File: config.mk
export PLATFORM = sky130hd
export DESIGN_NAME = hafp_sqrt_cell
export DESIGN_NICKNAME = d
export VERILOG_FILES = /design/src/rtl/core/hafp_pkg.sv /design/src/rtl/core/hafp_sqrt_cell.sv
export SDC_FILE = /design/constraint.sdc
export NUM_CORES = 1
export LEC_CHECK = 0
export CAP_MARGIN = 10
export CORE_AREA = 2 2 125 127
export CTS_BUF_LIST = sky130_fd_sc_hd__clkbuf_2 sky130_fd_sc_hd__clkbuf_4 sky130_fd_sc_hd__clkbuf_8
export DETAILED_ROUTE_END_ITERATION = 10
export DIE_AREA = 0 0 127 129
export DONT_BUFFER_PORTS = 1
export HOLD_SLACK_MARGIN = 0.03
export PLACE_DENSITY = 0.68
export SYNTH_ARGS = -nofsm -noshare
export SYNTH_HDL_FRONTEND = slang
export SYNTH_SLANG_ARGS = --single-unit
File: constraint.sdc
create_clock -name clk -period 1.9 [get_ports clk]
set_input_delay 0.38 -clock clk [delete_from_list [all_inputs] [get_ports clk]]
set_output_delay 0.38 -clock clk [all_outputs]
set_load 0.005 [all_outputs]
File: src/rtl/core/hafp_pkg.sv
`timescale 1ns / 1ps
`default_nettype none
// ----------------------------------------------------------------------------
// hafp_pkg - shared types and constants for the Hammer-Aitoff projection core
// Fixed-point formats, pi constants, series divisors and reciprocals, and the
// structs that travel along the cell chains.
// ----------------------------------------------------------------------------
package hafp_pkg;

    localparam int ANGLE_FRAC_BITS = 29;
    localparam int SINGULAR_MARGIN = 1;

    localparam int LAT_W   = 31;
    localparam int LON_W   = 32;
    localparam int OUT_W   = 36;
    localparam int SCALE_W = 32;
    localparam int CFG_W   = 32;
    localparam int RED_W   = 54;   // range-reduction remainder
    localparam int ROOT_W  = 31;
    localparam int QUO_W   = 31;
    localparam int RAD_W   = 62;   // radicand, Q60
    localparam int DVD_W   = 61;   // dividend, Q60
    localparam int HORNER_STEPS = 6;

    localparam int RSH_P    = ANGLE_FRAC_BITS - 10;
    localparam int RSH_L    = ANGLE_FRAC_BITS - 9;
    localparam int SCALE_SH = 58 - ANGLE_FRAC_BITS;

    localparam logic [63:0] PI_Q62 = 64'hC90FDAA22168C235;

    // register indexes
    localparam logic REG_ORIGIN_LAT = 1'b0;
    localparam logic REG_SCALE      = 1'b1;

    // quadrant codes (q mod 4)
    localparam logic [1:0] QUAD_0 = 2'd0;
    localparam logic [1:0] QUAD_1 = 2'd1;
    localparam logic [1:0] QUAD_2 = 2'd2;
    localparam logic [1:0] QUAD_3 = 2'd3;

    localparam logic [31:0] ONE_Q30       = 32'h4000_0000;
    localparam logic [31:0] SQRT2_Q30     = 32'd1518500250;
    localparam logic [31:0] TWO_SQRT2_Q30 = 32'd3037000500;

    function automatic logic [63:0] pi_at(input int sh);
        logic [64:0] s;
        s = {1'b0, PI_Q62} + (65'd1 << (sh - 1));
        s = s >> sh;
        return s[63:0];
    endfunction

    localparam logic [63:0] HP_P    = pi_at(43 - ANGLE_FRAC_BITS);
    localparam logic [63:0] HP_L    = pi_at(42 - ANGLE_FRAC_BITS);
    localparam logic [63:0] HALF_PI = pi_at(63 - ANGLE_FRAC_BITS);
    localparam logic [63:0] PI_F    = pi_at(62 - ANGLE_FRAC_BITS);

    // round half away from zero, v / 2^sh
    function automatic logic signed [63:0] rsr(input logic signed [63:0] v,
                                               input int sh);
        logic [63:0] m;
        m = v[63] ? (64'd0 - v) : v;
        m = (m + (64'd1 << (sh - 1))) >> sh;
        return v[63] ? $signed(64'd0 - m) : $signed(m);
    endfunction

    function automatic logic [7:0] sin_div(input int i);
        case (i)
            0:       return 8'd6;
            1:       return 8'd20;
            2:       return 8'd42;
            3:       return 8'd72;
            4:       return 8'd110;
            default: return 8'd156;
        endcase
    endfunction

    function automatic logic [7:0] cos_div(input int i);
        case (i)
            0:       return 8'd2;
            1:       return 8'd12;
            2:       return 8'd30;
            3:       return 8'd56;
            4:       return 8'd90;
            default: return 8'd132;
        endcase
    endfunction

    // floor(2^32 / d) for the series divisors
    function automatic logic [31:0] recip(input logic [7:0] d);
        case (d)
            8'd2:    return 32'd2147483648;
            8'd6:    return 32'd715827882;
            8'd12:   return 32'd357913941;
            8'd20:   return 32'd214748364;
            8'd30:   return 32'd143165576;
            8'd42:   return 32'd102261126;
            8'd56:   return 32'd76695844;
            8'd72:   return 32'd59652323;
            8'd90:   return 32'd47721858;
            8'd110:  return 32'd39045157;
            8'd132:  return 32'd32537631;
            default: return 32'd27531841;
        endcase
    endfunction

    typedef struct packed {
        logic signed [31:0] r_p;
        logic [1:0]         q_p;
        logic signed [31:0] r_l;
        logic [1:0]         q_l;
        logic               ok;
    } hafp_side_t;

    typedef struct packed {
        logic [29:0] r2_p;
        logic [30:0] ts_p;
        logic [30:0] tc_p;
        logic [29:0] r2_l;
        logic [30:0] ts_l;
        logic [30:0] tc_l;
        hafp_side_t  side;
    } hafp_series_t;

    typedef struct packed {
        logic [RAD_W-1:0]   rem;
        logic [ROOT_W-1:0]  root;
        logic signed [31:0] num_x;
        logic signed [31:0] num_y;
        logic               ok;
    } hafp_root_t;

    typedef struct packed {
        logic [DVD_W-1:0]  rem_x;
        logic [QUO_W-1:0]  quo_x;
        logic [DVD_W-1:0]  rem_y;
        logic [QUO_W-1:0]  quo_y;
        logic [ROOT_W-1:0] den;
        logic              neg_x;
        logic              neg_y;
        logic              ok;
    } hafp_quot_t;

endpackage
`default_nettype wire

File: src/rtl/core/hafp_sqrt_cell.sv
`timescale 1ns / 1ps
`default_nettype none
// ----------------------------------------------------------------------------
// hafp_sqrt_cell - one result bit of the floor square root
// Tries root bit BIT against the running remainder, one register stage.
// ----------------------------------------------------------------------------
module hafp_sqrt_cell
    import hafp_pkg::*;
#(
    parameter int BIT = 0
) (
    input  wire logic       clk,
    input  wire logic       rst_n,
    input  wire logic       en,
    input  wire logic       in_vld,
    input  wire hafp_root_t din,
    output logic            out_vld,
    output hafp_root_t      dout
);

    hafp_root_t out_next, out_reg;
    logic       vld_reg;

    // (root + 2^B)^2 - root^2 = root*2^(B+1) + 2^(2B)
    always_comb
    begin
        logic [63:0] trial;
        trial    = (64'(din.root) << (BIT + 1)) | (64'd1 << (2 * BIT));
        out_next = din;
        if (64'(din.rem) >= trial)
        begin
            out_next.rem  = RAD_W'(64'(din.rem) - trial);
            out_next.root = din.root | (ROOT_W'(1) << BIT);
        end
    end

    always_ff @(posedge clk or negedge rst_n)
    begin
        if (!rst_n)
        begin
            vld_reg <= 1'b0;
        end
        else if (en)
        begin
            vld_reg <= in_vld;
        end
    end

    always_ff @(posedge clk)
    begin
        if (en)
        begin
            out_reg <= out_next;
        end
    end

    assign out_vld = vld_reg;
    assign dout    = out_reg;

endmodule
`default_nettype wire

### Word-level counts from Yosys, hierarchy flattened

Index checks and enable logic that the tools add are counted.

| storage, ports and cells | value |
|---|---|
| flip-flop bits (word level) | 159 |
| word-level logic and storage cells | 10 |

| cells by class | value |
|---|---|
| $add $sub $neg | 1 |
| magnitude comparators | 1 |
| muxes and demuxes | 1 |

Operators by type and width:

| operator | count |
|---|---|
| 93-bit 2-to-1 mux | 1 |
| 62-bit by 32-bit greater-or-equal comparator with 1-bit output | 1 |
| 62-bit by 32-bit subtractor with 62-bit output | 1 |

### Longest topological paths before layout

Gate-level depths: netlist of run 1.

| logic depth | value |
|---|---|
| depth after elaboration | 2 |
| gate-level depth with buffers | 12 |

### Worst setup path before layout of run 1

OpenSTA, ideal clock, no wires.

| path | value |
|---|---|
| path type | input to register |
| from | input din[65] (netlist bit) |
| to | register out_reg (netlist bit dout[152]), data pin |
| arrival time | 2736 ps |
| required time | 1633 ps |
| slack | -1104 ps |
| stages on the path | 11 |
| path buffers | 1 |
| cell sequence | inv_1 fa_1 a21o_1 a221oi_1 o22a_1 nand2_1 a211oi_4 buf_4 a211o_1 nor4_2 xor2_1 |

RTL lines:

| item | RTL line | RTL |
|---|---|---|
| start, declared | hafp_sqrt_cell.sv:16 | `input wire hafp_root_t din,` |
| end signal, assigned | hafp_sqrt_cell.sv:53 | `out_reg <= out_next;` |
| end, declared | hafp_sqrt_cell.sv:21 | `hafp_root_t out_next, out_reg;` |

==> results.json, run 1 <==
{
  "status": "finished, violations left",
  "violations": "negative setup slack",
  "grt_max_degree": 113,
  "initialDrtViolationCount": 642,
  "hold_ws_ns": 0.0605,
  "grt_antenna_before_repair": 0,
  "portBuffers": 0,
  "synth_area_mm2": 0.00789,
  "worst_slack_ns": -0.632,
  "register_area_mm2": 0.00477,
  "final_max_slew_viol_count": 0,
  "grt_usage_pct": 30.5,
  "finalCritPeriodShare_pct": 133,
  "core_area_mm2": 0.0150,
  "cp.arrival_ns": 2.75,
  "switchingPower_w": 0.00247,
  "synth_warnings": 0,
  "ys.flop_type": "edfxtp_1",
  "holdCritPathClass": "input port to flop",
  "cts_made_buffers": 17,
  "ys_types": 60,
  "nets": 1136,
  "grt_pass1_wl_um": 37500,
  "p_comb_share_pct": 19.8,
  "netSwitchingFraction_pct": 28.1,
  "ys_ff_latch": 159,
  "hold_viol_final": 0,
  "fin_cells": 1142,
  "ios": 321,
  "worstSetupPathType": "input port to flop",
  "num_vias": 6690,
  "fillers": 893,
  "drive_gt1_share_pct": 36.7,
  "final_antenna_net_count": 0,
  "relSlewSlack_pct": 63.1,
  "start_util_pct": 52.6,
  "worst_slew_pin_slew_ns": 0.547,
  "mostFrequentLayoutCells": "166 x buf_4, 158 x edfxtp_1, 97 x dlygate4sd3_1, 63 x nand2_1, 32 x a21oi_1",
  "syn_area_per_cell_um2": 12.1,
  "synth-edff-count": 158,
  "yosysSeqAreaShare_pct": 60.5,
  "n_antenna_cell": 0,
  "first_pass_iters": 5,
  "vdd_drop_max_v": 0.000576,
  "viasPerCell": 5.86,
  "final_common_cell": "buf_4",
  "period_needed_ns": 2.53,
  "p_leak_nw": 4.57,
  "fin_skew_ns": 0,
  "crit_path_start_kind": "input port",
  "clock_latency_ns": 0.46,
  "total_power_w": 0.00878,
  "cts_root_buf": "clkbuf_8",
  "fmax_mhz": 395,
  "row_count": 45,
  "dieArea_mm2": 0.0164,
  "die_w_um": 127,
  "utilization_pct": 79.2,
  "clkSinkCount": 159,
  "cellPowerDensity_mw_per_mm2": 740,
  "routedWlPerCell_um": 23.5,
  "setup_viol": 63,
  "intPower_w": 0.00631,
  "die_h_um": 129,
  "cts_buffer_depth": 2,
  "drc_errors": 0,
  "syn_to_final_growth_pct": 50.4,
  "placed_cells": 967,
  "synthArstFlopShare_pct": 0.629,
  "grt_pass1_vias": 6622,
  "seqPwrFrac_pct": 51.4,
  "htreeDepth": 4,
  "synthCells": 654,
  "dpl.hpwl_um": 17100,
  "grt_overflow_total": 0,
  "pwr-share-clk_pct": 28.8,
  "cp_max_fo": 3,
  "syn-num-nets": 849,
  "gp_congestion": 0.894,
  "path_clk_slew_ns": 0.09,
  "multi_input_area_mm2": 0.00366,
  "maxCapViolations": 0,
  "rsz0062_at_grt": "true",
  "wl_um": 26800,
  "cts_tree": "done",
  "endpoint_kind": "flop",
  "worstPathRequired_ns": 2.12
}
==> sequential cells by signal, summed over array words and instances (netlist names) <==
register  count
dout        158
out_vld       1
==> worst paths after layout <==
path / from / end / slack (ns) / cells past startpoint
max: din[65] / dout[138] / -0.63 / 11
min: en / dout[135] / 0.06 / 0
max reg2reg: out_vld / out_vld / 1.13 / 1
min reg2reg: out_vld / out_vld / 0.55 / 1
max in group asynchronous: rst_n / out_vld / 1.69 / 1
min in group asynchronous: rst_n / out_vld / 0.11 / 1
==> what timing repair did <==
action                                 CTS  global route
pin swaps                               39            55
hold buffers                            98             0
gates resized for setup                 56            86
endpoints found under the hold margin  139             0
cloned                                   1             3
setup buffers                           23            24
setup endpoints to repair               63            63
==> metal layers <==
layer | track usage (%) | vias to the layer above | share of wire [%]
li1 | - | 3013 | -
met1 | 35.9 | 3240 | 37
met2 | 53.9 | 385 | 51
met3 | 8.36 | 52 | 8.8
met4 | 11.2 | 0 | 3.2
met5 | 0 | - | 0
==> cell usage after synthesis (3+ instances only) <==
library cell	number	area [um^2]
nand2_1	71	267
a21o_1	11	82.6
nand3_1	15	75.1
a21oi_1	41	205
or3_1	6	37.5
or4_1	3	22.5
nor2_1	23	86.3
edfxtp_1	158	4740
clkbuf_1	19	71.3
nor3_1	14	70.1
a211oi_1	5	37.5
a21boi_0	3	22.5
ha_1	32	400
and2_1	4	25.0
xor2_1	31	272
xnor2_1	29	254
buf_2	4	20.0
o21ai_0	24	120
inv_1	38	143
and3_1	4	25.0
a31oi_1	6	37.5
o21bai_1	5	37.5
nand4_1	14	87.6
o211ai_1	6	45.0
nor4_1	11	68.8
o21ai_1	30	150
==> power groups by stage <==
| stage | Clock, W | Combinational, W | Sequential, W |
|---|---|---|---|
| 3_5_place_dp | 0 | 0.00124 | 0.00458 |
| 3_3_place_gp | 0 | 0.00121 | 0.00458 |
| 6_report | 0.00253 | 0.00174 | 0.00451 |
| 4_1_cts | 0.00252 | 0.00154 | 0.00451 |
| 5_1_grt | 0.00265 | 0.00186 | 0.00453 |
| 2_1_floorplan | 0 | 0.000744 | 0.00448 |
==> cell families (layout without fill, tap and decap cells) <==
kind of cell	count (synthesis)	in the layout	share of synthesized area (%)
AOI/OAI and AO/OA	150	150	11.8
xor gates and xnor gates	60	60	6.66
adders and majority gates	33	33	5.33
buffers and inverters	62	362	3.06
DFF	159	159	60.5
muxes	3	3	0.428
and+or+nand+nor	187	187	12.2
==> area by class of cell <==
type                    count  area share [%]
flip-flops and latches    159            40.2
multi-input cells         433            30.8
clock inverters            14            1.28
inverters                  38            1.40
repair buffers            292            22.2
well taps                 188            1.98
clock buffers              18            2.04
==> through the flow <==
stage	area, um^2	worst slack [ns]	TNS [ns]
final	11900	-0.632	-27.84
after global routing	11900	-0.679	-32.17
after CTS	11200	-0.556	-25.15
after detailed placement	9410	-1.24	-69.75
after global placement	9410	-1.15	-64.98
after floorplan	8210	-0.863	-45.72
==> critical path, stage by stage <==
cell and delay (ns):
clkinvlp_4 0.12, fa_2 0.39, a21o_1 0.21, a221oi_4 0.32, buf_4 0.18, o211ai_1 0.09, a31o_2 0.29, a211o_1 0.35
buf_6 0.14, o31ai_2 0.17, o21ai_1 0.10
Power figures use the tool's default switching activity.
==> run 2: changes to the inputs <==
==> config.mk (replaced) <==
export PLATFORM = sky130hd
export DESIGN_NAME = hafp_sqrt_cell
export DESIGN_NICKNAME = d
export VERILOG_FILES = /design/src/rtl/core/hafp_pkg.sv /design/src/rtl/core/hafp_sqrt_cell.sv
export SDC_FILE = /design/constraint.sdc
export NUM_CORES = 1
export LEC_CHECK = 0
export CAP_MARGIN = 10
export CORE_MARGIN = 2
export CORE_UTILIZATION = 45
export CTS_BUF_LIST = sky130_fd_sc_hd__clkbuf_8
export DETAILED_ROUTE_END_ITERATION = 10
export DONT_BUFFER_PORTS = 1
export HOLD_SLACK_MARGIN = 0.03
export SYNTH_ARGS = -nofsm -noshare
export SYNTH_HDL_FRONTEND = slang
export SYNTH_SLANG_ARGS = --single-unit
==> results.json, run 2 (synthesis gave the netlist of run 1 again) <==
{
  "fmax_mhz": 403,
  "grt_usage_pct": 26.6,
  "final_max_slew_viol_count": 0,
  "fin_skew_ns": 0,
  "path_clk_slew_ns": 0.10,
  "r2r_setup_slack_ns": 1.12,
  "first_pass_iters": 7,
  "die_h_um": 136,
  "endpoint_kind": "flop",
  "cp.arrival_ns": 2.71,
  "hp-start": "en",
  "maxCapViolations": 0,
  "crit_buf_inv": 4,
  "setup_viol": 63,
  "status": "finished, violations left",
  "worst_slack_ns": -0.584,
  "cts_made_buffers": 17,
  "grt_max_degree": 119,
  "worstHoldPathCells": 0,
  "cellPowerDensity_mw_per_mm2": 746,
  "num_vias": 6462,
  "worst_slew_pin_slew_ns": 0.379,
  "relSlewSlack_pct": 74.5,
  "dieArea_mm2": 0.0186,
  "critPathLaunch": "din[65]",
  "cts_root_buf": "clkbuf_8",
  "min_to": "dout[93]",
  "crit_path_start_kind": "input port",
  "rsz0062_at_grt": "true",
  "core_area_mm2": 0.0172,
  "holdCritPathClass": "input port to flop",
  "utilization_pct": 69.0,
  "vdd_drop_max_v": 0.000489,
  "violations": "negative setup slack",
  "initialDrtViolationCount": 399,
  "p_leak_nw": 4.51,
  "mostFrequentLayoutCells": "180 x buf_4, 158 x edfxtp_1, 97 x dlygate4sd3_1, 65 x nand2_1",
  "portBuffers": 0,
  "grt_antenna_before_repair": 1,
  "routedWlPerCell_um": 21.6,
  "r2r_end": "out_vld",
  "gp_congestion": 0.869,
  "worstPathRequired_ns": 2.12,
  "start_util_pct": 45.7,
  "critPathTopFamily": "compound AO/OA/AOI/OAI gates",
  "wl_um": 25700,
  "clock_latency_ns": 0.46,
  "largest_reg_flops": 158,
  "crit_path_frequent_cell": "buf_6",
  "row_count": 48,
  "grt_overflow_total": 0,
  "dpl_worst_slack_ns": -1.28,
  "ff2ff_path_depth": 1,
  "grt_pass1_vias": 6506,
  "period_needed_ns": 2.48,
  "final_antenna_net_count": 0,
  "reg2reg_from": "out_vld",
  "grt_pass1_wl_um": 36500,
  "viasPerCell": 5.44,
  "syn_to_final_growth_pct": 50.7,
  "drc_errors": 0,
  "finalCritPeriodShare_pct": 131,
  "worstSetupPathType": "input port to flop",
  "cts_tree": "done",
  "hold_viol_final": 0,
  "final_common_cell": "buf_4",
  "cts_buffer_depth": 2,
  "slowest_delay_ns": 0.37,
  "crit_chain": "clkinvlp_4 -> fa_2 -> a21o_1 -> a221oi_4 -> o22a_2 -> nand2_2 -> a211oi_4 -> buf_6 -> buf_6 -> a211o_1 -> buf_6 -> nor4_4 -> xor2_1",
  "die_w_um": 136,
  "ios": 321,
  "htreeDepth": 4,
  "dpl.hpwl_um": 18400,
  "worst_path_max_delay_cell": "fa_2",
  "drive_gt1_share_pct": 36.1,
  "cp_max_fo": 5,
  "nets": 1143,
  "clkSinkCount": 159
}
## run 2: cell count changes in the layout (fill, tap and decap cells not counted), sizes merged
cell      before  now
bufbuf         0    1
clkinv         6    5
buf          192  201
bufinv         1    2
clkinvlp       1    2
diode          0    1
clkbuf        21   17
## run 2: per-stage QoR
stage          instances  instance area, um^2  total power [W]  TNS, ns  hold WS [ns]
5_1_grt             1187                11900          0.00921   -30.07        0.0309
3_3_place_gp        1013                 9510          0.00581   -63.02        0.0844
6_report            1187                11900          0.00886   -25.54        0.0816
2_1_floorplan        654                 8210          0.00522   -45.72        0.0844
3_5_place_dp        1013                 9510          0.00583   -64.94        0.0844
4_1_cts             1172                11500          0.00875   -26.44        0.0319
## run 2: power by group
part | leakage (nW) | switching, W | internal [W]
clock network | 0.210 | 0.00141 | 0.00121
logic | 2.74 | 0.000786 | 0.000949
registers | 1.56 | 0.000223 | 0.00428
## run 2: worst max-delay path by stage
stage	endpoint	cells past startpoint
after floorplan	dout[152]	9
after detailed placement	dout[138]	12
after global routing	dout[137]	13
final	dout[152]	13
after global placement	dout[138]	12
after CTS	dout[157]	13
## run 2: what timing repair did
item | 4_1_cts | 5_1_grt
endpoints found under the setup margin | 63 | 63
pin swaps | 32 | 46
gates cloned | 1 | 0
gates resized for setup | 66 | 58
endpoints found under the hold margin | 138 | 36
buffers inserted | 29 | 16
hold buffers | 97 | 2
## run 2: layout make-up
cell class,count,area (um^2)
sequential,159,4770
clock inverter,15,180
tap,225,282
multi-input combinational,433,3630
fill,1294,5350
timing repair buffer,299,2630
antenna,1,2.50
inverter,38,161
clock buffer,17,234
## run 2: per-layer routing
layer / track usage [%] / vias up / part of all wire (%)
met5: 0 / - / 0
met1: 31.9 / 3147 / 40
li1: - / 3013 / -
met4: 8.68 / 0 / 2.3
met2: 45.8 / 271 / 50
met3: 7.90 / 31 / 7.5
