===== src/rtl/core/hafp_pkg.sv =====
`timescale 1ns / 1ps
`default_nettype none
// ----------------------------------------------------------------------------
// hafp_pkg - shared types and constants for the Hammer-Aitoff projection core
// Fixed-point formats, pi constants, series divisors and reciprocals, and the
// structs that travel along the cell chains.
// ----------------------------------------------------------------------------
package hafp_pkg;

    localparam int ANGLE_FRAC_BITS = 29;
    localparam int SINGULAR_MARGIN = 1;

    localparam int LAT_W   = 31;
    localparam int LON_W   = 32;
    localparam int OUT_W   = 36;
    localparam int SCALE_W = 32;
    localparam int CFG_W   = 32;
    localparam int RED_W   = 54;   // range-reduction remainder
    localparam int ROOT_W  = 31;
    localparam int QUO_W   = 31;
    localparam int RAD_W   = 62;   // radicand, Q60
    localparam int DVD_W   = 61;   // dividend, Q60
    localparam int HORNER_STEPS = 6;

    localparam int RSH_P    = ANGLE_FRAC_BITS - 10;
    localparam int RSH_L    = ANGLE_FRAC_BITS - 9;
    localparam int SCALE_SH = 58 - ANGLE_FRAC_BITS;

    localparam logic [63:0] PI_Q62 = 64'hC90FDAA22168C235;

    // register indexes
    localparam logic REG_ORIGIN_LAT = 1'b0;
    localparam logic REG_SCALE      = 1'b1;

    // quadrant codes (q mod 4)
    localparam logic [1:0] QUAD_0 = 2'd0;
    localparam logic [1:0] QUAD_1 = 2'd1;
    localparam logic [1:0] QUAD_2 = 2'd2;
    localparam logic [1:0] QUAD_3 = 2'd3;

    localparam logic [31:0] ONE_Q30       = 32'h4000_0000;
    localparam logic [31:0] SQRT2_Q30     = 32'd1518500250;
    localparam logic [31:0] TWO_SQRT2_Q30 = 32'd3037000500;

    function automatic logic [63:0] pi_at(input int sh);
        logic [64:0] s;
        s = {1'b0, PI_Q62} + (65'd1 << (sh - 1));
        s = s >> sh;
        return s[63:0];
    endfunction

    localparam logic [63:0] HP_P    = pi_at(43 - ANGLE_FRAC_BITS);
    localparam logic [63:0] HP_L    = pi_at(42 - ANGLE_FRAC_BITS);
    localparam logic [63:0] HALF_PI = pi_at(63 - ANGLE_FRAC_BITS);
    localparam logic [63:0] PI_F    = pi_at(62 - ANGLE_FRAC_BITS);

    // round half away from zero, v / 2^sh
    function automatic logic signed [63:0] rsr(input logic signed [63:0] v,
                                               input int sh);
        logic [63:0] m;
        m = v[63] ? (64'd0 - v) : v;
        m = (m + (64'd1 << (sh - 1))) >> sh;
        return v[63] ? $signed(64'd0 - m) : $signed(m);
    endfunction

    function automatic logic [7:0] sin_div(input int i);
        case (i)
            0:       return 8'd6;
            1:       return 8'd20;
            2:       return 8'd42;
            3:       return 8'd72;
            4:       return 8'd110;
            default: return 8'd156;
        endcase
    endfunction

    function automatic logic [7:0] cos_div(input int i);
        case (i)
            0:       return 8'd2;
            1:       return 8'd12;
            2:       return 8'd30;
            3:       return 8'd56;
            4:       return 8'd90;
            default: return 8'd132;
        endcase
    endfunction

    // floor(2^32 / d) for the series divisors
    function automatic logic [31:0] recip(input logic [7:0] d);
        case (d)
            8'd2:    return 32'd2147483648;
            8'd6:    return 32'd715827882;
            8'd12:   return 32'd357913941;
            8'd20:   return 32'd214748364;
            8'd30:   return 32'd143165576;
            8'd42:   return 32'd102261126;
            8'd56:   return 32'd76695844;
            8'd72:   return 32'd59652323;
            8'd90:   return 32'd47721858;
            8'd110:  return 32'd39045157;
            8'd132:  return 32'd32537631;
            default: return 32'd27531841;
        endcase
    endfunction

    typedef struct packed {
        logic signed [31:0] r_p;
        logic [1:0]         q_p;
        logic signed [31:0] r_l;
        logic [1:0]         q_l;
        logic               ok;
    } hafp_side_t;

    typedef struct packed {
        logic [29:0] r2_p;
        logic [30:0] ts_p;
        logic [30:0] tc_p;
        logic [29:0] r2_l;
        logic [30:0] ts_l;
        logic [30:0] tc_l;
        hafp_side_t  side;
    } hafp_series_t;

    typedef struct packed {
        logic [RAD_W-1:0]   rem;
        logic [ROOT_W-1:0]  root;
        logic signed [31:0] num_x;
        logic signed [31:0] num_y;
        logic               ok;
    } hafp_root_t;

    typedef struct packed {
        logic [DVD_W-1:0]  rem_x;
        logic [QUO_W-1:0]  quo_x;
        logic [DVD_W-1:0]  rem_y;
        logic [QUO_W-1:0]  quo_y;
        logic [ROOT_W-1:0] den;
        logic              neg_x;
        logic              neg_y;
        logic              ok;
    } hafp_quot_t;

endpackage
`default_nettype wire


===== src/rtl/core/hafp_div_cell.sv =====
`timescale 1ns / 1ps
`default_nettype none
// ----------------------------------------------------------------------------
// hafp_div_cell - one quotient bit of the restoring divider, two lanes
// Both easting and northing numerators share the same divisor.
// ----------------------------------------------------------------------------
module hafp_div_cell
    import hafp_pkg::*;
#(
    parameter int BIT = 0
) (
    input  wire logic       clk,
    input  wire logic       rst_n,
    input  wire logic       en,
    input  wire logic       in_vld,
    input  wire hafp_quot_t din,
    output logic            out_vld,
    output hafp_quot_t      dout
);

    hafp_quot_t out_next, out_reg;
    logic       vld_reg;

    always_comb
    begin
        logic [63:0] dsh;
        dsh      = 64'(din.den) << BIT;
        out_next = din;
        if (64'(din.rem_x) >= dsh)
        begin
            out_next.rem_x = DVD_W'(64'(din.rem_x) - dsh);
            out_next.quo_x = din.quo_x | (QUO_W'(1) << BIT);
        end
        if (64'(din.rem_y) >= dsh)
        begin
            out_next.rem_y = DVD_W'(64'(din.rem_y) - dsh);
            out_next.quo_y = din.quo_y | (QUO_W'(1) << BIT);
        end
    end

    always_ff @(posedge clk or negedge rst_n)
    begin
        if (!rst_n)
        begin
            vld_reg <= 1'b0;
        end
        else if (en)
        begin
            vld_reg <= in_vld;
        end
    end

    always_ff @(posedge clk)
    begin
        if (en)
        begin
            out_reg <= out_next;
        end
    end

    assign out_vld = vld_reg;
    assign dout    = out_reg;

endmodule
`default_nettype wire


===== config.mk =====
export PLATFORM = sky130hd
export DESIGN_NAME = hafp_div_cell
export DESIGN_NICKNAME = d
export VERILOG_FILES = /design/src/rtl/core/hafp_pkg.sv /design/src/rtl/core/hafp_div_cell.sv
export SDC_FILE = /design/constraint.sdc
export NUM_CORES = 1
export LEC_CHECK = 0
export BUFFER_PORTS_ARGS = -buffer_cell sky130_fd_sc_hd__buf_4
export CAP_MARGIN = 20
export CORE_AREA = 2 2 173 175
export DETAILED_ROUTE_END_ITERATION = 8
export DIE_AREA = 0 0 175 177
export PLACE_DENSITY = 0.73
export REMOVE_ABC_BUFFERS = 1
export SLEW_MARGIN = 20
export SYNTH_ARGS = -nofsm -noshare
export SYNTH_HDL_FRONTEND = slang
export SYNTH_SLANG_ARGS = --single-unit

===== constraint.sdc =====
create_clock -name clk -period 2.1 [get_ports clk]
set_clock_uncertainty 0.1 [all_clocks]
set_input_delay 0.42 -clock clk [delete_from_list [all_inputs] [get_ports clk]]
set_output_delay 0.42 -clock clk [all_outputs]
set_load 0.02 [all_outputs]

After elaboration in Yosys (flattened, before gate mapping):

Cells that the tools add are included.
Widths: inputs -> output; s select.

* ROM bits: 0
* latch bits: 0
* flip-flop bits (word level): 219
* output and inout bits: 219
* input bits: 222
* logic and storage cells: 17
* memories kept: 0
* memory bits (writable): 0

* multipliers: 0
* eq/ne operators: 0
* div/mod/pow operators: 0
* bitwise operators: 0
* multiplexer cells: 2
* shift operators: 0
* $add $sub $neg: 2
* reduce and logical (&&, ||, !) cells: 0
* magnitude comparators: 2

Operators with widths (number)
* $mux 92: 2
* $ge 61x31->1: 2
* $sub 61x31->61: 2

Depth between registers and ports, before layout:

Gate-level depths: netlist of the first run.

* depth in word-level cells: 2
* mapped depth: 13
* depth with buffers taken out: 12

Worst setup path before layout of the first run:

Ideal clock, no wire load.

* path type: input-to-reg
* start point: in din[21] (netlist bit)
* end point: reg out_reg (netlist bit dout[113]), data pin
* path slack: -1259 ps
* cell stages on the path: 12
* arrival: 2994 ps
* path buffers: 2
* required time: 1734 ps
* library setup time: 266 ps
* cells stage by stage: inv_1 ha_1 clkbuf_1 nand4_1 nor4_1 o21ai_0 a2111oi_4 nor3_2 or4b_1 buf_2 nor4_4 xor2_1

RTL lines
* start: declaration: line hafp_div_cell.sv:16 `input wire hafp_quot_t din,`
* end signal: assignment: line hafp_div_cell.sv:57 `out_reg <= out_next;`
* end: declaration: line hafp_div_cell.sv:21 `hafp_quot_t out_next, out_reg;`

==> impl_metrics.env, run 1 <==
export IMPL_max_vdd_ir_drop_mv=0.594
export IMPL_synthDistinctLibCells=67
export IMPL_path_common_cell="sky130_fd_sc_hd__or4_4"
export IMPL_site_row_count=63
export IMPL_synth_top_flop_cell="sky130_fd_sc_hd__edfxtp_1"
export IMPL_postLayoutCellArea_um2=23400
export IMPL_floorplan_initialDensity=0.426
export IMPL_clockBufferDepth=3
export IMPL_total_routed_length_um=55200
export IMPL_element_type_at_the_critical_path_start="input pin"
export IMPL_post_synth_inst_count=1158
export IMPL_drt_pass1_iterations=5
export IMPL_period_share=1.45
export IMPL_route_detailed_wl_per_inst_um=21.7
export IMPL_grt_start_max_net_pins=56
export IMPL_synth_warning_count=0
export IMPL_die_width_um=175
export IMPL_syn_area_per_cell_um2=10.8
export IMPL_hold_path_class="in2reg"
export IMPL_globalRouteTotalUtil=0.322
export IMPL_grt_pass1_wl_um=76600
export IMPL_maxSlewViolCount=0
export IMPL_power_density_nw_per_um2=634
export IMPL_port_buffer_count=440
export IMPL_cp_arrival_ps=3330
export IMPL_cts_sink_count=219
export IMPL_post_place_setup_slack_ps=-1770
export IMPL_die_h_um=177
export IMPL_path_cells="buf_6 -> or4_4 -> or4_4 -> nor3_4 -> inv_2 -> a211oi_2 -> buf_4 -> nor3_4 -> buf_6 -> buf_8 -> or4_4 -> a21oi_2 -> xor2_1"
export IMPL_mostFrequentLayoutCells="sky130_fd_sc_hd__buf_4 (831), sky130_fd_sc_hd__edfxtp_1 (218), sky130_fd_sc_hd__nand2_1 (119)"
export IMPL_drt_first_iter_violations=1117
export IMPL_num_nets_final=2424
export IMPL_via_per_inst=5.43
export IMPL_synth_sequential_area_ratio=0.527
export IMPL_drc=0
export IMPL_worstMarginPinSlew_ps=672
export IMPL_first_global_vias=13855
export IMPL_die_area_um2=31000
export IMPL_setup_total_negative_slack_ps=-83740
export IMPL_critPathTopFamily="simple AND/OR/NAND/NOR gates"
export IMPL_num_vias=13829
export IMPL_crit_slowest_cell="sky130_fd_sc_hd__or4_4"
export IMPL_crit_path_end_kind="register"
export IMPL_post_dp_hpwl_um=36300
export IMPL_area_growth_syn_to_layout_pct=88.0
export IMPL_globalplace_congestion=0.959
export IMPL_worst_path_max_fanout=6
export IMPL_fmaxAchievable_ghz=0.328
export IMPL_setup_worst_path_class="in2reg"
export IMPL_synth_area_um2=12500
export IMPL_dpl_instance_area_um2=19100
export IMPL_antenna_found_initial=3
export IMPL_violations="setup timing"
export IMPL_ctsHtreeMaxLevel=1
export IMPL_status="complete, but fails checks"
export IMPL_postSynthRegisterBits=219
export IMPL_critical_path_buf_inv_count=5
export IMPL_drt_antenna_violating_nets=0
export IMPL_required_ps=2380
export IMPL_power_static_leakage_nw=10.2
export IMPL_cts_inserted_buffers=24
export IMPL_drive_above_1_share=0.561
export IMPL_postSynth_asyncResetShare=0.00457
export IMPL_clk_pin_slew_ps=60
export IMPL_clock_latency_ps=530
export IMPL_worst_hold_margin_ps=19.5
export IMPL_report_final_setup_viol=124
export IMPL_fin_crit_ps=3050
export IMPL_unrepaired_setup_endpoints_after_global_routing="true"
export IMPL_root_buffer="sky130_fd_sc_hd__clkbuf_16"
export IMPL_max_cap_violations=0
export IMPL_layout_commonest_cell="sky130_fd_sc_hd__buf_4"
export IMPL_grt_ovfl_total=0
export IMPL_layout_setup_ws_ps=-951
export IMPL_totalPowerFinal_mw=14.9
export IMPL_timing_slew_headroom=0.547
export IMPL_hold_violations=0
export IMPL_synth_edf_count=218
export IMPL_io_pins=441
export IMPL_cts_tree="yes"
export IMPL_core_area_um2=29200
export IMPL_timing_critical_path_slowest_cell_delay_ps=560
[worst paths after layout]
check / startpoint / to / slack [ps] / depth (start not counted)
worst max register to register: out_vld / out_vld / 1260 / 1
min in group asynchronous: rst_n / out_vld / 90 / 2
worst min register to register: out_vld / out_vld / 410 / 1
worst max-delay path: din[99] / dout[111] / -950 / 13
max in group asynchronous: rst_n / out_vld / 1730 / 2
worst min-delay path: in_vld / out_vld / 20 / 2
[per-stage QoR]
step,util,cells
after CTS,0.761,2513
after floorplan,-,1116
final,0.801,2546
after global routing,0.801,2545
after global placement,0.652,2337
after detailed placement,0.652,2337
[per-layer routing]
| metal | vias up | wire, um | GRT usage |
|---|---|---|---|
| met5 | - | 16 | 0 |
| met1 | 6616 | 20300 | 0.378 |
| met3 | 211 | 4130 | 0.0601 |
| met4 | 2 | 3370 | 0.134 |
| li1 | 6258 | - | - |
| met2 | 742 | 27400 | 0.580 |
[flip-flops by register name (all words and copies together), names as in the netlist]
name,cells
out_vld,1
dout,218
[cells by family after synthesis]
| kind of cell | share of synthesized area |
|---|---|
| AOI/OAI and AO/OA | 0.137 |
| adders and majority gates | 0.0655 |
| muxes | 0.00703 |
| and+or+nand+nor | 0.155 |
| DFF | 0.527 |
| xor gates and xnor gates | 0.0794 |
| buffers and inverters | 0.0281 |
[Yosys cell counts (all sizes together), types with 6 or more instances]
| cell type | instances | area [um^2] |
|---|---|---|
| o21ai | 98 | 490 |
| nand4 | 17 | 106 |
| o211ai | 6 | 45.0 |
| a211oi | 8 | 65.1 |
| or2 | 9 | 56.3 |
| or4 | 11 | 90.1 |
| mux2 | 6 | 67.6 |
| nor2b | 12 | 75.1 |
| o21bai | 6 | 45.0 |
| or3 | 12 | 75.1 |
| xor2 | 66 | 578 |
| nand3 | 13 | 65.1 |
| a21oi | 73 | 365 |
| ha | 62 | 776 |
| nand2 | 146 | 548 |
| nor4 | 22 | 165 |
| and3 | 8 | 50.1 |
| edfxtp | 218 | 6550 |
| a31oi | 16 | 100 |
| nor2 | 67 | 251 |
| clkbuf | 37 | 139 |
| and4 | 6 | 52.6 |
| nor3 | 28 | 161 |
| a21o | 26 | 195 |
| o31ai | 8 | 60.1 |
| xnor2 | 47 | 412 |
| inv | 50 | 188 |
| nand2b | 17 | 106 |
[repair_timing]
item                                    4_1_cts  5_1_grt
hold buffers                                 90        1
endpoints found under the setup margin      124      124
endpoints found under the hold margin        90        1
gates resized for setup                     260      204
cloned                                        6        4
setup buffers                                42       41
pin swaps                                    79       84
[cell type report]
class	instances	area, um^2
multi-input cells	847	7130
diodes	1	2.50
flip-flops and latches	219	6570
clock inverters	12	169
well taps	390	488
fillers	1718	5820
clock buffers	31	627
inverters	50	203
repair buffers	996	8240
[where the power goes]
part	internal (mW)	switching, mW	leakage [nW]
sequential	5.38	0.162	2.15
combinational	2.39	2.50	7.71
clock	2.60	1.82	0.390
Power figures use the tool's default switching activity.
==> run 2: changes to the inputs <==
--- a/config.mk
+++ b/config.mk
@@ -5,14 +5,13 @@
 export SDC_FILE = /design/constraint.sdc
 export NUM_CORES = 1
 export LEC_CHECK = 0
-export BUFFER_PORTS_ARGS = -buffer_cell sky130_fd_sc_hd__buf_4
 export CAP_MARGIN = 20
 export CORE_AREA = 2 2 173 175
 export DETAILED_ROUTE_END_ITERATION = 8
 export DIE_AREA = 0 0 175 177
-export PLACE_DENSITY = 0.73
+export DONT_BUFFER_PORTS = 1
+export PLACE_DENSITY = 0.63
 export REMOVE_ABC_BUFFERS = 1
-export SLEW_MARGIN = 20
 export SYNTH_ARGS = -nofsm -noshare
 export SYNTH_HDL_FRONTEND = slang
 export SYNTH_SLANG_ARGS = --single-unit
==> constraint.sdc (replaced) <==
create_clock -name clk -period 2.8 [get_ports clk]
set_clock_uncertainty 0.1 [all_clocks]
set_input_delay 0.56 -clock clk [delete_from_list [all_inputs] [get_ports clk]]
set_output_delay 0.56 -clock clk [all_outputs]
set_load 0.02 [all_outputs]
==> run 2 against run 1 <==
The flow still finishes with violations (setup timing). Sequential share of layout area rose by 9.1 points. First-iteration DRC count decreased by 39%. Power fell by 35%. Clock power shrank 28%. Clock-buffer cell count decreased by 2. Setup slack improved by 730 ps. Critical path depth fell by 1. Final area fell by 25%. Via count is 25% lower. Register-to-register slack gained 580 ps. Worst hold slack worse by 4.8 ps. Critical path type unchanged. Largest power group unchanged. Highest routed layer is now met4.
==> impl_metrics.env, run 2 (synthesized netlist as in run 1, its figures left out) <==
export IMPL_hold_path_class="in2reg"
export IMPL_root_buffer="sky130_fd_sc_hd__clkbuf_16"
export IMPL_route_detailed_wl_per_inst_um=22.4
export IMPL_drt_pass1_iterations=6
export IMPL_power_density_nw_per_um2=548
export IMPL_totalPowerFinal_mw=9.68
export IMPL_cell_count_post_placement=1795
export IMPL_grt_pass1_wl_um=61800
export IMPL_antenna_found_initial=0
export IMPL_drc=0
export IMPL_layout_commonest_cell="sky130_fd_sc_hd__buf_4"
export IMPL_drt_first_iter_violations=679
export IMPL_die_width_um=175
export IMPL_critical_path_reg2reg_startpoint="out_vld"
export IMPL_drt_antenna_violating_nets=0
export IMPL_grt_ovfl_total=0
export IMPL_floorplan_initialDensity=0.426
export IMPL_worstRegToRegCells=1
export IMPL_worstMarginPinSlew_ps=762
export IMPL_post_route_util=0.604
export IMPL_area_growth_syn_to_layout_pct=41.8
export IMPL_grt_start_max_net_pins=220
export IMPL_worst_path_max_fanout=7
export IMPL_status="complete, but fails checks"
export IMPL_total_routed_length_um=43300
export IMPL_holdPathEnd="dout[4]"
export IMPL_num_antenna_cells=0
export IMPL_port_buffer_count=0
export IMPL_io_pins=441
export IMPL_globalplace_congestion=0.933
export IMPL_clockBufferDepth=3
export IMPL_required_ps=2950
export IMPL_globalRouteTotalUtil=0.261
export IMPL_violations="setup timing"
export IMPL_timing_slew_headroom=0.487
export IMPL_core_area_um2=29200
export IMPL_clock_latency_ps=530
export IMPL_setup_worst_path_class="in2reg"
export IMPL_via_per_inst=5.41
export IMPL_layout_setup_ws_ps=-217
export IMPL_period_share=1.08
export IMPL_worstHoldPathCells=0
export IMPL_crit_path_end_kind="register"
export IMPL_max_vdd_ir_drop_mv=0.416
export IMPL_fin_crit_ps=3020
export IMPL_cp_arrival_ps=3170
export IMPL_post_dp_hpwl_um=33000
export IMPL_num_vias=10434
export IMPL_cts_sink_count=219
export IMPL_drive_above_1_share=0.334
export IMPL_site_row_count=63
export IMPL_num_nets_final=1808
export IMPL_instances_no_fill=1930
export IMPL_unrepaired_setup_endpoints_after_global_routing="true"
export IMPL_die_area_um2=31000
export IMPL_cts_inserted_buffers=25
export IMPL_element_type_at_the_critical_path_start="input pin"
export IMPL_mostFrequentLayoutCells="sky130_fd_sc_hd__buf_4 (296), sky130_fd_sc_hd__edfxtp_1 (218), sky130_fd_sc_hd__nand2_1 (133)"
export IMPL_maxSlewViolCount=0
export IMPL_cts_tree="yes"
export IMPL_worst_r2r_endpoint="out_vld"
export IMPL_setup_total_negative_slack_ps=-6570
export IMPL_hold_violations=0
export IMPL_dpl_instance_area_um2=15000
export IMPL_max_cap_violations=0
export IMPL_max_ffs_per_register=218
export IMPL_report_final_setup_viol=58
export IMPL_reg2reg_slack_ps=1840
export IMPL_fmaxAchievable_ghz=0.331
export IMPL_clk_pin_slew_ps=60
export IMPL_power_static_leakage_nw=6.95
export IMPL_ctsHtreeMaxLevel=1
export IMPL_hold_path_startpoint="din[4]"
export IMPL_die_h_um=177
export IMPL_first_global_vias=10371
export IMPL_postLayoutCellArea_um2=17700
-- run 2: timing repair --
item | 4_1_cts | 5_1_grt
hold endpoints to repair | 50 | 11
resized for setup | 78 | 133
setup endpoints to repair | 71 | 97
cloned | 2 | 1
setup buffers | 9 | 20
hold buffers | 50 | 11
pin swaps | 22 | 41
-- run 2: power breakdown --
group	internal [mW]	leakage [nW]	switching, mW
clock network	1.82	0.388	1.36
logic	0.941	4.41	0.878
registers	4.06	2.15	0.618
total	6.83	6.95	2.85
-- run 2: how the worst max path moves through the flow --
stage	from	endpoint	slack, ps
2_1_floorplan	din[7]	dout[116]	-2350
3_3_place_gp	din[9]	dout[196]	-910
3_5_place_dp	din[4]	dout[111]	-920
4_1_cts	din[99]	dout[113]	-210
5_1_grt	din[19]	dout[113]	-280
6_report	din[21]	dout[210]	-220
-- run 2: layout make-up --
cell class              count  area, um^2
clock buffers              29         641
fillers                  2331       11600
multi-input cells         847        6490
inverters                  50         199
flip-flops and latches    219        6570
well taps                 390         488
repair buffers            379        3140
clock inverters            16         141
-- run 2: worst max-delay path: stages --
cell,delay [ps]
sky130_fd_sc_hd__clkinvlp_4,150
sky130_fd_sc_hd__ha_4,300
sky130_fd_sc_hd__a21o_1,180
sky130_fd_sc_hd__a31o_2,260
sky130_fd_sc_hd__a211o_1,290
sky130_fd_sc_hd__o31a_1,330
sky130_fd_sc_hd__a211oi_4,360
sky130_fd_sc_hd__nor3_2,80
sky130_fd_sc_hd__o211ai_1,170
sky130_fd_sc_hd__clkbuf_16,230
sky130_fd_sc_hd__nor3_1,60
sky130_fd_sc_hd__xor2_1,190
-- run 2: stage by stage --
step / setup WS [ps] / hold slack [ps]
after global routing: -279 / -1.62
after global placement: -911 / 164
after CTS: -210 / 0.130
after floorplan: -2350 / 164
final: -217 / 14.7
after detailed placement: -915 / 164
-- run 2: layer usage --
layer  vias to the layer above  track usage  part of all wire
met5                         -            0                 0
met4                         0       0.0851             0.028
met3                        70       0.0803             0.079
met2                       383        0.466              0.51
met1                      4976        0.299              0.38
li1                       5005            -                 -
==> run 3: changes to the inputs <==
--- a/config.mk
+++ b/config.mk
@@ -6,12 +6,13 @@
 export NUM_CORES = 1
 export LEC_CHECK = 0
 export CAP_MARGIN = 20
-export CORE_AREA = 2 2 173 175
+export CORE_MARGIN = 2
+export CORE_UTILIZATION = 35
 export DETAILED_ROUTE_END_ITERATION = 8
-export DIE_AREA = 0 0 175 177
 export DONT_BUFFER_PORTS = 1
-export PLACE_DENSITY = 0.63
+export PLACE_DENSITY = 0.54
 export REMOVE_ABC_BUFFERS = 1
+export SLEW_MARGIN = 20
 export SYNTH_ARGS = -nofsm -noshare
 export SYNTH_HDL_FRONTEND = slang
 export SYNTH_SLANG_ARGS = --single-unit
==> run 3 against run 2 <==
The run still ends with setup timing left. Fmax decreased by 1.4%. Critical path depth down 1. Register-to-register slack about the same. Utilization decreased by 8.1 points. Clock-buffer cell count rose by 3. Combinational power rose by 5%. Final area up 4.6%. Clock power increased by 5%. Non-clock buffer count grew 67. Largest cell class unchanged. Largest power group unchanged.
==> impl_metrics.env, run 3 (synthesized netlist as in run 1, its figures left out) <==
export IMPL_status="complete, but fails checks"
export IMPL_violations="setup timing"
export IMPL_worst_r2r_endpoint="out_vld"
export IMPL_globalRouteTotalUtil=0.232
export IMPL_power_density_nw_per_um2=538
export IMPL_timing_slew_headroom=0.502
export IMPL_cp_arrival_ps=3250
export IMPL_instances_no_fill=2071
export IMPL_port_buffer_count=0
export IMPL_crit_path_end_kind="register"
export IMPL_floorplan_initialDensity=0.353
export IMPL_maxSlewViolCount=0
export IMPL_report_final_setup_viol=85
export IMPL_logic_pwr_share=0.193
export IMPL_ctsHtreeMaxLevel=1
export IMPL_dpl_instance_area_um2=15100
export IMPL_io_pins=441
export IMPL_post_dp_hpwl_um=33800
export IMPL_max_ffs_per_register=218
export IMPL_total_routed_length_um=45600
export IMPL_globalplace_congestion=0.867
export IMPL_worst_path_max_fanout=6
export IMPL_power_frac_clock=0.337
export IMPL_drive_above_1_share=0.340
export IMPL_groute_layer_met1_usage=0.266
export IMPL_grtUsageMet3=0.0687
export IMPL_reg2reg_slack_ps=1850
export IMPL_worst_setup_path_endpoint="dout[115]"
export IMPL_cell_count_post_placement=1873
export IMPL_drt_first_iter_violations=483
export IMPL_crit_slowest_cell="sky130_fd_sc_hd__or4b_4"
export IMPL_unrepaired_setup_endpoints_after_global_routing="true"
export IMPL_worstSetupStartpoint="din[99]"
export IMPL_critPathTopFamily="simple AND/OR/NAND/NOR gates"
export IMPL_area_growth_syn_to_layout_pct=48.4
export IMPL_max_cap_violations=0
export IMPL_power_static_leakage_nw=7.24
export IMPL_die_h_um=193
export IMPL_num_nets_final=1876
export IMPL_via_per_inst=5.18
export IMPL_path_cells="or4_4 -> or4_4 -> nor3_4 -> inv_2 -> a2111oi_4 -> nor3_4 -> or4b_4 -> buf_12 -> buf_12 -> nor2_4 -> xor2_1"
export IMPL_power_share_switching=0.291
export IMPL_fmaxAchievable_ghz=0.327
export IMPL_final_fill_count=3118
export IMPL_site_row_count=69
export IMPL_fin_crit_ps=3060
export IMPL_worst_hold_margin_ps=33.4
export IMPL_grt_busiest_layer="met2"
export IMPL_period_share=1.09
export IMPL_setup_worst_path_class="in2reg"
export IMPL_hold_path_class="in2reg"
export IMPL_num_vias=10718
export IMPL_num_antenna_cells=0
export IMPL_layout_commonest_cell="sky130_fd_sc_hd__buf_4"
export IMPL_clk_pin_slew_ps=60
export IMPL_root_buffer="sky130_fd_sc_hd__clkbuf_16"
export IMPL_route_detailed_wl_per_inst_um=22.0
export IMPL_grt_pass1_wl_um=65400
export IMPL_core_area_um2=35300
export IMPL_cts_tree="yes"
export IMPL_critical_path_cell_count=11
export IMPL_element_type_at_the_critical_path_start="input pin"
export IMPL_worstRegToRegCells=1
export IMPL_grtUsageMet2=0.405
export IMPL_critical_path_buf_inv_count=3
export IMPL_antenna_found_initial=0
export IMPL_sequentialPowerShare=0.470
export IMPL_max_vdd_ir_drop_mv=0.500
export IMPL_die_width_um=193
export IMPL_cts_sink_count=219
export IMPL_mostFrequentLayoutCells="sky130_fd_sc_hd__buf_4 (319), sky130_fd_sc_hd__edfxtp_1 (218), sky130_fd_sc_hd__nand2_1 (137)"
export IMPL_timing_critical_path_slowest_cell_delay_ps=570
export IMPL_drt_antenna_violating_nets=0
export IMPL_drt_pass1_iterations=5
export IMPL_grt_start_max_net_pins=220
export IMPL_switchingPower_mw=2.90
export IMPL_setup_total_negative_slack_ps=-7440
export IMPL_hold_violations=0
export IMPL_first_global_vias=11051
export IMPL_layout_setup_ws_ps=-261
export IMPL_clock_latency_ps=540
export IMPL_grt_ovfl_total=0
export IMPL_worstMarginPinSlew_ps=746
export IMPL_postLayoutCellArea_um2=18500
export IMPL_drc=0
export IMPL_die_area_um2=37100
export IMPL_required_ps=2990
export IMPL_critical_path_reg2reg_startpoint="out_vld"
export IMPL_clockBufferDepth=3
export IMPL_cts_inserted_buffers=26
export IMPL_intPower_mw=7.05
run 3: cell count changes in the layout (fill, tap and decap cells not counted), sizes merged:
cell / delta
dlygate4sd3: +35
clkinvlp: +6
clkbuf: +2
buf: +33
clkinv: -6
run 3: stage by stage:
stage / total power [mW] / utilization / setup slack [ps]
6_report: 9.96 / 0.524 / -261
5_1_grt: 10.4 / 0.524 / -318
4_1_cts: 9.93 / 0.506 / -239
3_5_place_dp: 6.32 / 0.428 / -960
3_3_place_gp: 6.31 / 0.428 / -989
2_1_floorplan: 5.49 / - / -2350
run 3: layout make-up:
class	instances	area, um^2	share of cell area
clock buffers	32	694	0.0376
flip-flops and latches	219	6570	0.355
well taps	461	577	0.0312
repair buffers	446	3890	0.210
multi-input cells	847	6400	0.346
inverters	50	210	0.0114
clock inverters	16	154	0.00832
run 3: per-layer routing:
metal / vias up / wire [um]
li1: 5155 / -
met1: 5082 / 17400
met2: 400 / 22500
met3: 81 / 3970
met4: 0 / 1750
met5: - / 0
run 3: power groups by stage:
stage               registers [mW]  logic, mW  clock network (mW)
detailed placement            4.75       1.56                   0
global route                  4.71       2.10                3.61
finish                        4.68       1.92                3.35
global placement              4.76       1.55                   0
floorplan                     4.64      0.853                   0
CTS                           4.69       1.79                3.46
run 3: what timing repair did:
action                                 4_1_cts  5_1_grt
setup buffers                               24       31
pin swaps                                   34       32
gates resized for setup                    143       95
endpoints found under the hold margin       95        1
cloned                                       6        3
setup endpoints to repair                   85      116
hold buffers                                95        1
run 3: worst min-delay path by stage:
| stage | startpoint | end | slack, ps | cells past startpoint |
|---|---|---|---|---|
| CTS | en | dout[119] | 10 | 0 |
| floorplan | rst_n | out_vld | 160 | 0 |
| global placement | rst_n | out_vld | 160 | 0 |
| global route | en | dout[119] | 0.5 | 0 |
| detailed placement | rst_n | out_vld | 160 | 0 |
| finish | en | dout[119] | 30 | 0 |
